==> src/rtl/core/api_transmit_frame_builder_macros.svh <==
// Assertion macros for the transmit frame builder.
// Used by the top level only; no other dependencies.
`ifndef API_TRANSMIT_FRAME_BUILDER_MACROS_SVH
`define API_TRANSMIT_FRAME_BUILDER_MACROS_SVH
`ifndef SYNTHESIS
// Same-cycle implication, checked at every rising clock edge outside reset.
`define ATFB_ASSERT_NOW(lbl, clk, rst, ante, cons) \
   lbl: assert property (@(posedge clk) disable iff (rst) (ante) |-> (cons)) \
      else $error("frame builder assertion failed");
// Next-cycle implication, checked at every rising clock edge outside reset.
`define ATFB_ASSERT_NXT(lbl, clk, rst, ante, cons) \
   lbl: assert property (@(posedge clk) disable iff (rst) (ante) |=> (cons)) \
      else $error("frame builder assertion failed");
`else
`define ATFB_ASSERT_NOW(lbl, clk, rst, ante, cons)
`define ATFB_ASSERT_NXT(lbl, clk, rst, ante, cons)
`endif
`endif

==> src/rtl/core/atfb_pkg.sv <==
// Shared types, codes and constants of the transmit frame builder.
// No dependencies; atfb_byte_sel and the top level import this package.
`timescale 1ns / 1ps

package atfb_pkg;

   localparam logic [7:0] START_DELIM = 8'h7E;
   localparam logic [7:0] FRAME_TYPE  = 8'h10;
   localparam logic [7:0] CSUM_BASE   = 8'hFF;
   localparam logic [8:0] LEN_BASE    = 9'd14;

   // Item function codes.
   localparam logic FUNC_START = 1'b0;
   localparam logic FUNC_DATA  = 1'b1;

   // Configuration register indexes.
   localparam logic [1:0] REG_LONG_ADDR = 2'd0;
   localparam logic [1:0] REG_NET_ADDR  = 2'd1;
   localparam logic [1:0] REG_RADIUS    = 2'd2;
   localparam logic [1:0] REG_OPTIONS   = 2'd3;

   localparam int CSR_DATA_W = 64;

   // Byte positions within the results of one item.
   localparam logic [4:0] POS_DELIM      = 5'd0;
   localparam logic [4:0] POS_LEN_HI     = 5'd1;
   localparam logic [4:0] POS_LEN_LO     = 5'd2;
   localparam logic [4:0] POS_TYPE       = 5'd3;
   localparam logic [4:0] POS_FRAME_ID   = 5'd4;
   localparam logic [4:0] POS_LONG_FIRST = 5'd5;
   localparam logic [4:0] POS_LONG_LAST  = 5'd12;
   localparam logic [4:0] POS_NET_HI     = 5'd13;
   localparam logic [4:0] POS_NET_LO     = 5'd14;
   localparam logic [4:0] POS_RADIUS     = 5'd15;
   localparam logic [4:0] POS_OPTIONS    = 5'd16;
   localparam logic [4:0] POS_CSUM       = 5'd17;
   localparam logic [4:0] POS_DATA       = 5'd0;
   localparam logic [4:0] POS_DATA_CSUM  = 5'd1;

   typedef struct packed {
      logic       func;
      logic [7:0] frame_id;
      logic [7:0] payload_len;
      logic [7:0] data_byte;
   } item_type;

   typedef struct packed {
      logic [63:0] dest_long_addr;
      logic [15:0] dest_net_addr;
      logic [7:0]  hop_radius;
      logic [7:0]  tx_options;
   } cfg_type;

   // Sequencer state seen by the byte selector.
   typedef struct packed {
      logic [4:0] pos;
      logic [7:0] sum_acc;
      logic [7:0] bytes_left;
   } seq_type;

   // What the byte selector reports for the current position.
   typedef struct packed {
      logic [7:0] out_byte;
      logic       frame_end;
      logic       run_last;
      logic       add_sum;
   } sel_type;

endpackage

==> src/rtl/core/atfb_if.sv <==
// Valid/ready channel interfaces for request items and result items.
// Depends on nothing else.
`timescale 1ns / 1ps

interface atfb_req_if;
   logic       valid;
   logic       ready;
   logic       func;
   logic [7:0] frame_id;
   logic [7:0] payload_len;
   logic [7:0] data_byte;

   modport source (output valid, func, frame_id, payload_len, data_byte, input ready);
   modport sink   (input valid, func, frame_id, payload_len, data_byte, output ready);
endinterface

interface atfb_rsp_if;
   logic       valid;
   logic       ready;
   logic [7:0] out_byte;
   logic       frame_end;
   logic       run_last;

   modport source (output valid, out_byte, frame_end, run_last, input ready);
   modport sink   (input valid, out_byte, frame_end, run_last, output ready);
endinterface

==> src/rtl/core/atfb_byte_sel.sv <==
// Picks the frame byte for the current position of an item and its flags.
// Depends on atfb_pkg.
`timescale 1ns / 1ps

module atfb_byte_sel
   import atfb_pkg::*;
(
   input  item_type item,
   input  cfg_type  cfg,
   input  seq_type  seq,
   output sel_type  sel
);

   logic [8:0] frame_len;
   logic [2:0] long_idx;

   assign frame_len = LEN_BASE + {1'b0, item.payload_len};
   // Position 5 carries the top byte of the long address, position 12 the bottom.
   assign long_idx  = 3'(POS_LONG_LAST - seq.pos);

   always_comb begin
      sel = '0;
      if (item.func == FUNC_START) begin
         sel.add_sum = 1'b1;
         case (seq.pos)
            POS_DELIM: begin
               sel.out_byte = START_DELIM;
               sel.add_sum  = 1'b0;
            end
            POS_LEN_HI: begin
               sel.out_byte = {7'd0, frame_len[8]};
               sel.add_sum  = 1'b0;
            end
            POS_LEN_LO: begin
               sel.out_byte = frame_len[7:0];
               sel.add_sum  = 1'b0;
            end
            POS_TYPE:     sel.out_byte = FRAME_TYPE;
            POS_FRAME_ID: sel.out_byte = item.frame_id;
            POS_NET_HI:   sel.out_byte = cfg.dest_net_addr[15:8];
            POS_NET_LO:   sel.out_byte = cfg.dest_net_addr[7:0];
            POS_RADIUS:   sel.out_byte = cfg.hop_radius;
            POS_OPTIONS: begin
               sel.out_byte = cfg.tx_options;
               sel.run_last = (item.payload_len != 8'd0);
            end
            POS_CSUM: begin
               sel.out_byte  = CSUM_BASE - seq.sum_acc;
               sel.frame_end = 1'b1;
               sel.run_last  = 1'b1;
               sel.add_sum   = 1'b0;
            end
            default: begin
               sel.out_byte = cfg.dest_long_addr[{long_idx, 3'b000} +: 8];
            end
         endcase
      end else begin
         case (seq.pos)
            POS_DATA: begin
               sel.out_byte = item.data_byte;
               sel.add_sum  = 1'b1;
               sel.run_last = (seq.bytes_left != 8'd1);
            end
            default: begin
               sel.out_byte  = CSUM_BASE - seq.sum_acc;
               sel.frame_end = 1'b1;
               sel.run_last  = 1'b1;
            end
         endcase
      end
   end

endmodule

==> src/rtl/core/api_transmit_frame_builder.sv <==
// Channel    | Dir | Handshake           | Carries
// req_ch     | in  | valid/ready         | func, frame_id, payload_len, data_byte
// rsp_ch     | out | valid/ready         | out_byte, frame_end, run_last
// csr_*      | in  | write enable only   | register index, 64-bit write data
//
// One result byte leaves per cycle; a stalled output holds the sequencer. A start
// item emits 17 bytes, or 18 with an empty payload; a payload item emits 1 byte,
// or 2 when its checksum follows. A payload item outside a frame is dropped
// without emitting a byte. The sequencer over the held item sets these figures.
// The next item is taken in the cycle the current one emits its last byte or is
// dropped. Synchronous reset clears all control state and loads register defaults.
// Depends on atfb_pkg, atfb_if and atfb_byte_sel.
`timescale 1ns / 1ps
`include "api_transmit_frame_builder_macros.svh"

module api_transmit_frame_builder
   import atfb_pkg::*;
(
   input  logic                  clock,
   input  logic                  reset,
   atfb_req_if.sink              req_ch,
   atfb_rsp_if.source            rsp_ch,
   input  logic                  csr_we,
   input  logic [1:0]            csr_index,
   input  logic [CSR_DATA_W-1:0] csr_wdata
);

   cfg_type    cfg_ff;
   item_type   item_ff;
   logic       item_vld_ff;
   logic [4:0] pos_ff, pos_in;
   logic [7:0] sum_ff, sum_in;
   logic [7:0] left_ff, left_in;
   logic       open_ff, open_in;
   logic       rsp_vld_ff;
   logic [7:0] rsp_byte_ff;
   logic       rsp_end_ff;
   logic       rsp_last_ff;

   seq_type    seq;
   sel_type    sel;
   logic       step;
   logic       drop;
   logic       emit;
   logic       item_done;

   assign seq.pos        = pos_ff;
   assign seq.sum_acc    = sum_ff;
   assign seq.bytes_left = left_ff;

   atfb_byte_sel u_sel (
      .item (item_ff),
      .cfg  (cfg_ff),
      .seq  (seq),
      .sel  (sel)
   );

   // The sequencer advances whenever the output register is free or being drained.
   assign step      = item_vld_ff && (!rsp_vld_ff || rsp_ch.ready);
   assign drop      = (item_ff.func == FUNC_DATA) && !open_ff;
   assign emit      = step && !drop;
   assign item_done = step && (drop || sel.run_last);

   assign req_ch.ready     = !item_vld_ff || item_done;
   assign rsp_ch.valid     = rsp_vld_ff;
   assign rsp_ch.out_byte  = rsp_byte_ff;
   assign rsp_ch.frame_end = rsp_end_ff;
   assign rsp_ch.run_last  = rsp_last_ff;

   always_ff @(posedge clock) begin
      if (reset) begin
         cfg_ff.dest_long_addr <= 64'd0;
         cfg_ff.dest_net_addr  <= 16'hFFFE;
         cfg_ff.hop_radius     <= 8'd0;
         cfg_ff.tx_options     <= 8'd0;
      end else if (csr_we) begin
         case (csr_index)
            REG_LONG_ADDR: cfg_ff.dest_long_addr <= csr_wdata;
            REG_NET_ADDR:  cfg_ff.dest_net_addr  <= csr_wdata[15:0];
            REG_RADIUS:    cfg_ff.hop_radius     <= csr_wdata[7:0];
            REG_OPTIONS:   cfg_ff.tx_options     <= csr_wdata[7:0];
            default:       cfg_ff.tx_options     <= cfg_ff.tx_options;
         endcase
      end
   end

   always_comb begin
      pos_in  = pos_ff;
      sum_in  = sum_ff;
      left_in = left_ff;
      open_in = open_ff;
      if (emit) begin
         pos_in = sel.run_last ? 5'd0 : pos_ff + 5'd1;
         if (item_ff.func == FUNC_START && pos_ff == POS_DELIM) begin
            sum_in = 8'd0;
         end else if (sel.add_sum) begin
            sum_in = sum_ff + sel.out_byte;
         end
         if (item_ff.func == FUNC_START && pos_ff == POS_OPTIONS) begin
            open_in = 1'b1;
            left_in = item_ff.payload_len;
         end
         if (item_ff.func == FUNC_DATA && pos_ff == POS_DATA) begin
            left_in = left_ff - 8'd1;
         end
         if (sel.frame_end) begin
            open_in = 1'b0;
            left_in = 8'd0;
            sum_in  = 8'd0;
         end
      end
   end

   always_ff @(posedge clock) begin
      if (reset) begin
         item_vld_ff <= 1'b0;
         pos_ff      <= 5'd0;
         sum_ff      <= 8'd0;
         left_ff     <= 8'd0;
         open_ff     <= 1'b0;
         rsp_vld_ff  <= 1'b0;
      end else begin
         pos_ff  <= pos_in;
         sum_ff  <= sum_in;
         left_ff <= left_in;
         open_ff <= open_in;
         if (req_ch.valid && req_ch.ready) begin
            item_vld_ff <= 1'b1;
         end else if (item_done) begin
            item_vld_ff <= 1'b0;
         end
         if (emit) begin
            rsp_vld_ff <= 1'b1;
         end else if (rsp_ch.ready) begin
            rsp_vld_ff <= 1'b0;
         end
      end
   end

   always_ff @(posedge clock) begin
      if (req_ch.valid && req_ch.ready) begin
         item_ff.func        <= req_ch.func;
         item_ff.frame_id    <= req_ch.frame_id;
         item_ff.payload_len <= req_ch.payload_len;
         item_ff.data_byte   <= req_ch.data_byte;
      end
      if (emit) begin
         rsp_byte_ff <= sel.out_byte;
         rsp_end_ff  <= sel.frame_end;
         rsp_last_ff <= sel.run_last;
      end
   end

   // A checksum byte always closes the work of its item.
   `ATFB_ASSERT_NOW(a_end_is_last, clock, reset, rsp_vld_ff && rsp_end_ff, rsp_last_ff)
   // Between items, an open frame always still expects at least one payload byte.
   `ATFB_ASSERT_NOW(a_open_has_left, clock, reset, open_ff && !item_vld_ff, left_ff != 8'd0)
   // The sequencer never runs past the checksum position.
   `ATFB_ASSERT_NOW(a_pos_range, clock, reset, item_vld_ff, pos_ff <= POS_CSUM)
   // An accepted item is held for the sequencer in the next cycle.
   `ATFB_ASSERT_NXT(a_item_held, clock, reset, req_ch.valid && req_ch.ready, item_vld_ff)

endmodule
==> src/flat_wrapper.sv <==
// flat-port wrapper written by rule: the top's interface ports become plain ports
module api_transmit_frame_builder_flat import atfb_pkg::*;
  (clock, reset, csr_we, csr_index, csr_wdata, req_ch_valid, req_ch_func, req_ch_frame_id, req_ch_payload_len, req_ch_data_byte, req_ch_ready, rsp_ch_valid, rsp_ch_out_byte, rsp_ch_frame_end, rsp_ch_run_last, rsp_ch_ready);
  atfb_req_if req_ch_i ();
  atfb_rsp_if rsp_ch_i ();
  input  logic clock;
  input  logic reset;
  input  logic csr_we;
  input  logic [1:0] csr_index;
  input  logic [CSR_DATA_W-1:0] csr_wdata;
  input wire logic [$bits(req_ch_i.valid)-1:0] req_ch_valid;
  input wire logic [$bits(req_ch_i.func)-1:0] req_ch_func;
  input wire logic [$bits(req_ch_i.frame_id)-1:0] req_ch_frame_id;
  input wire logic [$bits(req_ch_i.payload_len)-1:0] req_ch_payload_len;
  input wire logic [$bits(req_ch_i.data_byte)-1:0] req_ch_data_byte;
  output wire logic [$bits(req_ch_i.ready)-1:0] req_ch_ready;
  output wire logic [$bits(rsp_ch_i.valid)-1:0] rsp_ch_valid;
  output wire logic [$bits(rsp_ch_i.out_byte)-1:0] rsp_ch_out_byte;
  output wire logic [$bits(rsp_ch_i.frame_end)-1:0] rsp_ch_frame_end;
  output wire logic [$bits(rsp_ch_i.run_last)-1:0] rsp_ch_run_last;
  input wire logic [$bits(rsp_ch_i.ready)-1:0] rsp_ch_ready;
  assign req_ch_i.valid = req_ch_valid;
  assign req_ch_i.func = req_ch_func;
  assign req_ch_i.frame_id = req_ch_frame_id;
  assign req_ch_i.payload_len = req_ch_payload_len;
  assign req_ch_i.data_byte = req_ch_data_byte;
  assign req_ch_ready = req_ch_i.ready;
  assign rsp_ch_valid = rsp_ch_i.valid;
  assign rsp_ch_out_byte = rsp_ch_i.out_byte;
  assign rsp_ch_frame_end = rsp_ch_i.frame_end;
  assign rsp_ch_run_last = rsp_ch_i.run_last;
  assign rsp_ch_i.ready = rsp_ch_ready;
  api_transmit_frame_builder u_core (.clock(clock), .reset(reset), .req_ch(req_ch_i), .rsp_ch(rsp_ch_i), .csr_we(csr_we), .csr_index(csr_index), .csr_wdata(csr_wdata));
endmodule
==> config.mk <==
export PLATFORM = sky130hd
export DESIGN_NAME = api_transmit_frame_builder_flat
export DESIGN_NICKNAME = d
export VERILOG_FILES = /design/src/rtl/core/atfb_pkg.sv /design/src/rtl/core/atfb_if.sv /design/src/rtl/core/atfb_byte_sel.sv /design/src/rtl/core/api_transmit_frame_builder.sv /design/src/flat_wrapper.sv
export VERILOG_INCLUDE_DIRS = /design/src /design/src/rtl/core
export SDC_FILE = /design/constraint.sdc
export NUM_CORES = 1
export LEC_CHECK = 0
export BUFFER_PORTS_ARGS = -buffer_cell sky130_fd_sc_hd__buf_2
export CORE_UTILIZATION = 45
export DETAILED_ROUTE_END_ITERATION = 10
export PLACE_DENSITY = 0.65
export SLEW_MARGIN = 20
export SYNTH_ARGS = -nofsm -noshare
export SYNTH_HDL_FRONTEND = slang
export SYNTH_SLANG_ARGS = --single-unit
==> constraint.sdc <==
create_clock -name clock -period 5.3 [get_ports clock]
set_input_delay 0.265 -clock clock [delete_from_list [all_inputs] [get_ports clock]]
set_output_delay 0.265 -clock clock [all_outputs]
set_load 0.05 [all_outputs]
==> flow_metrics.env <==
export IMPL_synth_edf_count=35
export IMPL_yosys_area_top_type_share_pct=32.9
export IMPL_cts_made_buffers=17
export IMPL_synth_commonest_cells="nand2_1, dfxtp_1, a21oi_1"
export IMPL_yosys_warnings=0
export IMPL_drive_above_1_share_pct=19.5
export IMPL_crit_path_max_fanout=17
export IMPL_combPwrFrac_pct=12.0
export IMPL_netlist_area_um2=7290
export IMPL_r2r_setup_slack_ns=0.75
export IMPL_initial_core_util_pct=46.1
export IMPL_power_density_nw_per_um2=332
export IMPL_core_area_um2=15800
export IMPL_postSynthCellCount=809
export IMPL_pwr_share_seq_pct=45.1
export IMPL_synth_fa_ha_area_share_pct=2.85
export IMPL_synth_top_area_cell="dfxtp_1"
export IMPL_final_cells=1134
export IMPL_rows=46
export IMPL_grt_pass1_vias=5619
export IMPL_critical_path_class="reg -> reg"
export IMPL_routedWlPerCell_um=16.6
export IMPL_grt_usage_pct=23.8
export IMPL_cts_sinks=155
export IMPL_hold_end="u_core.item_ff[2]$_DFFE_PP_"
export IMPL_num_antenna_cells=0
export IMPL_synth_net_count=921
export IMPL_post_cts_resized=0
export IMPL_clock_skew_ns=0.00941
export IMPL_leakagePower_nw=3.47
export IMPL_dieArea_um2=16700
export IMPL_synthSimpleGateAreaFrac_pct=20.1
export IMPL_cp_required_ns=5.65
export IMPL_yosysMostFrequentCell="nand2_1"
export IMPL_p_sw_mw=0.742
export IMPL_peakVddDrop_uv=222
export IMPL_synth_xor_area_share_pct=2.18
export IMPL_post_route_min_period_ns=4.55
export IMPL_fin_crit_sh_pct=85.9
export IMPL_final_hold_viol_count=0
export IMPL_die_w_um=129
export IMPL_slew_headroom_pct=29.9
export IMPL_async_flop_share_pct=0
export IMPL_synth_compound_area_share_pct=14.8
export IMPL_cp_slowest_cell="ha_1"
export IMPL_num_io_pins=108
export IMPL_maxSlewViolCount=0
export IMPL_drtPass1Iterations=5
export IMPL_avgSynthCellArea_um2=9.02
export IMPL_grt_pass1_wl_um=30000
export IMPL_rsz0062_at_grt="false"
export IMPL_cts_tree="built"
export IMPL_path_buf_inv=1
export IMPL_internal_power_mw=2.14
export IMPL_startpoint="u_core.pos_ff[0]$_SDFFE_PP0P_"
export IMPL_reg2reg_depth=13
export IMPL_final_util_pct=54.9
export IMPL_swShare_pct=25.7
export IMPL_dp_cells=1089
export IMPL_cts_buffer_depth=2
export IMPL_cap_violations=0
export IMPL_drc=0
export IMPL_setup_viol=0
export IMPL_synthMuxAreaShare_pct=8.85
export IMPL_place_ws_ns=0.766
export IMPL_root_buffer="clkbuf_16"
export IMPL_worstSetupStartpointType="flip-flop"
export IMPL_worstHoldStart="req_ch_data_byte[2]"
export IMPL_worstMarginPinSlew_ns=1.05
export IMPL_critPathArrivalTime_ns=4.90
export IMPL_antenna_found_initial=0
export IMPL_synth_area_leaders="dfxtp_1, edfxtp_1, nand2_1"
export IMPL_dpl_hpwl_um=13300
export IMPL_r2r_end="u_core.sum_ff[7]$_SDFFE_PP0P_"
export IMPL_ys_ff_latch=155
export IMPL_critPathCaptureType="flip-flop"
export IMPL_clkLatencyLatePin_ns=0.43
export IMPL_nets=1018
export IMPL_grt_overflow=0
export IMPL_status="finished clean"
export IMPL_cpLargestDelayFamily="compound AO/OA/AOI/OAI gates"
export IMPL_path_clk_slew_ns=0.06
export IMPL_vias_per_cell=5.31
export IMPL_min_path_type="in -> reg"
export IMPL_h_tree_depth=4
export IMPL_fillers=1451
export IMPL_slowest_delay_ns=0.80
export IMPL_place_congestion=0.917
export IMPL_crit_path_cell_trace="inv_1 -> ha_1 -> mux4_2 -> mux2_2 -> a221oi_1 -> a21oi_1 -> ha_1 -> a211oi_1 -> nor2_1 -> o41ai_1 -> nand2_1 -> or4_1 -> o2111ai_1"
export IMPL_syn2layout_area_growth_pct=19.2
export IMPL_r2r_start="u_core.pos_ff[0]$_SDFFE_PP0P_"
export IMPL_grt_max_degree=86
export IMPL_fmax_ghz=0.220
export IMPL_drtAntennaViolNets=0
export IMPL_yosysSeqAreaShare_pct=47.3
export IMPL_worstHoldPathCells=1
export IMPL_drtIter0Drc=454
export IMPL_vias=6022
export IMPL_dieHeight_um=129
export IMPL_fin_setup_tns_ns=0
export IMPL_ys_types=57
export IMPL_wl_um=18800
export IMPL_portBuffers=107
export IMPL_clock_power_share_pct=42.9
export IMPL_synth_top_family_by_area="simple AND/OR/NAND/NOR gates"
export IMPL_synthFlopType="dfxtp_1"
export IMPL_cp_common_cell="ha_1"
export IMPL_setup_ws_ns=0.749
export IMPL_whs_ns=0.00992
## worst max path at each step
stage                     cells after the start                            end
after floorplan                              17  u_core.sum_ff[7]$_SDFFE_PP0P_
after global placement                       16  u_core.sum_ff[7]$_SDFFE_PP0P_
after detailed placement                     13  u_core.sum_ff[7]$_SDFFE_PP0P_
after CTS                                    13  u_core.sum_ff[7]$_SDFFE_PP0P_
after global routing                         16  u_core.sum_ff[7]$_SDFFE_PP0P_
final                                        13  u_core.sum_ff[7]$_SDFFE_PP0P_
## power by group through the flow
| stage | clock network [mW] | logic (mW) | registers [mW] |
|---|---|---|---|
| finish | 1.24 | 0.347 | 1.30 |
| global route | 1.30 | 0.385 | 1.31 |
| CTS | 1.26 | 0.348 | 1.30 |
| detailed placement | 0 | 0.338 | 1.33 |
| global placement | 0 | 0.333 | 1.33 |
| floorplan | 0 | 0.227 | 1.32 |
## metal layers
layer / global-route usage [%] / vias to the layer above / routed length [um]
met1: 32.7 / 2818 / 8790
met3: 4.91 / 25 / 998
met5: 0 / - / 0
met2: 37.0 / 166 / 8670
li1: - / 3013 / -
met4: 8.65 / 0 / 317
## cell families (layout without fill, tap and decap cells)
family	count (synthesis)	count (layout)
AO/OA/AOI/OAI	176	176
AND/OR/NAND/NOR	332	332
flip-flops	155	155
adder cells (fa/ha/maj)	16	16
buffers and inverters	70	179
XOR/XNOR	16	16
multiplexers	44	44
## layout by cell type, fill, tap and decap left out, drive strengths merged, types with 16 or more instances in the layout
cell type and n:
buf 114, inv 24, mux2i 24, nor2 64
edfxtp 35, nand3b 18, mux4 16, nand2 200
dfxtp 120, a21oi 93, clkbuf 20, o21ai 31
## worst register-to-register path: cells and delay by family (launching register included)
| family | cells | cell delay (ns) |
|---|---|---|
| mux | 2 | 0.71 |
| flops | 1 | 0.64 |
| buf+inv | 1 | 0.14 |
| fa+ha+maj | 2 | 1.15 |
| simple gates | 3 | 0.61 |
| compound gates | 5 | 1.20 |
## state kept, by name (all words and copies together) (netlist names), 5 cells and up
name and cells:
u_core.cfg_ff 96, u_core.sum_ff 8, u_core.pos_ff 5, u_core.item_ff 25, u_core.rsp_ch.out_byte 8, u_core.left_ff 8
## final cells by class
type | instances | area, um^2 | area share (%)
Timing Repair Buffer | 128 | 731 | 8.40
Clock buffer | 20 | 468 | 5.38
Inverter | 20 | 75.1 | 0.863
Clock inverter | 11 | 131 | 1.51
Sequential cell | 155 | 3450 | 39.7
Tap cell | 216 | 270 | 3.11
Multi-Input combinational cell | 584 | 3570 | 41.0
## through the flow
stage | total power [mW] | cell area, um^2
floorplan | 1.55 | 7290
global placement | 1.66 | 7960
detailed placement | 1.66 | 7960
CTS | 2.91 | 8700
global route | 2.99 | 8700
finish | 2.89 | 8700
## timing repair
item | 4_1_cts | 5_1_grt
endpoints found under the hold margin | 14 | 0
hold buffers | 14 | 0
setup buffers | 0 | 0
Power figures use the tool's default switching activity.
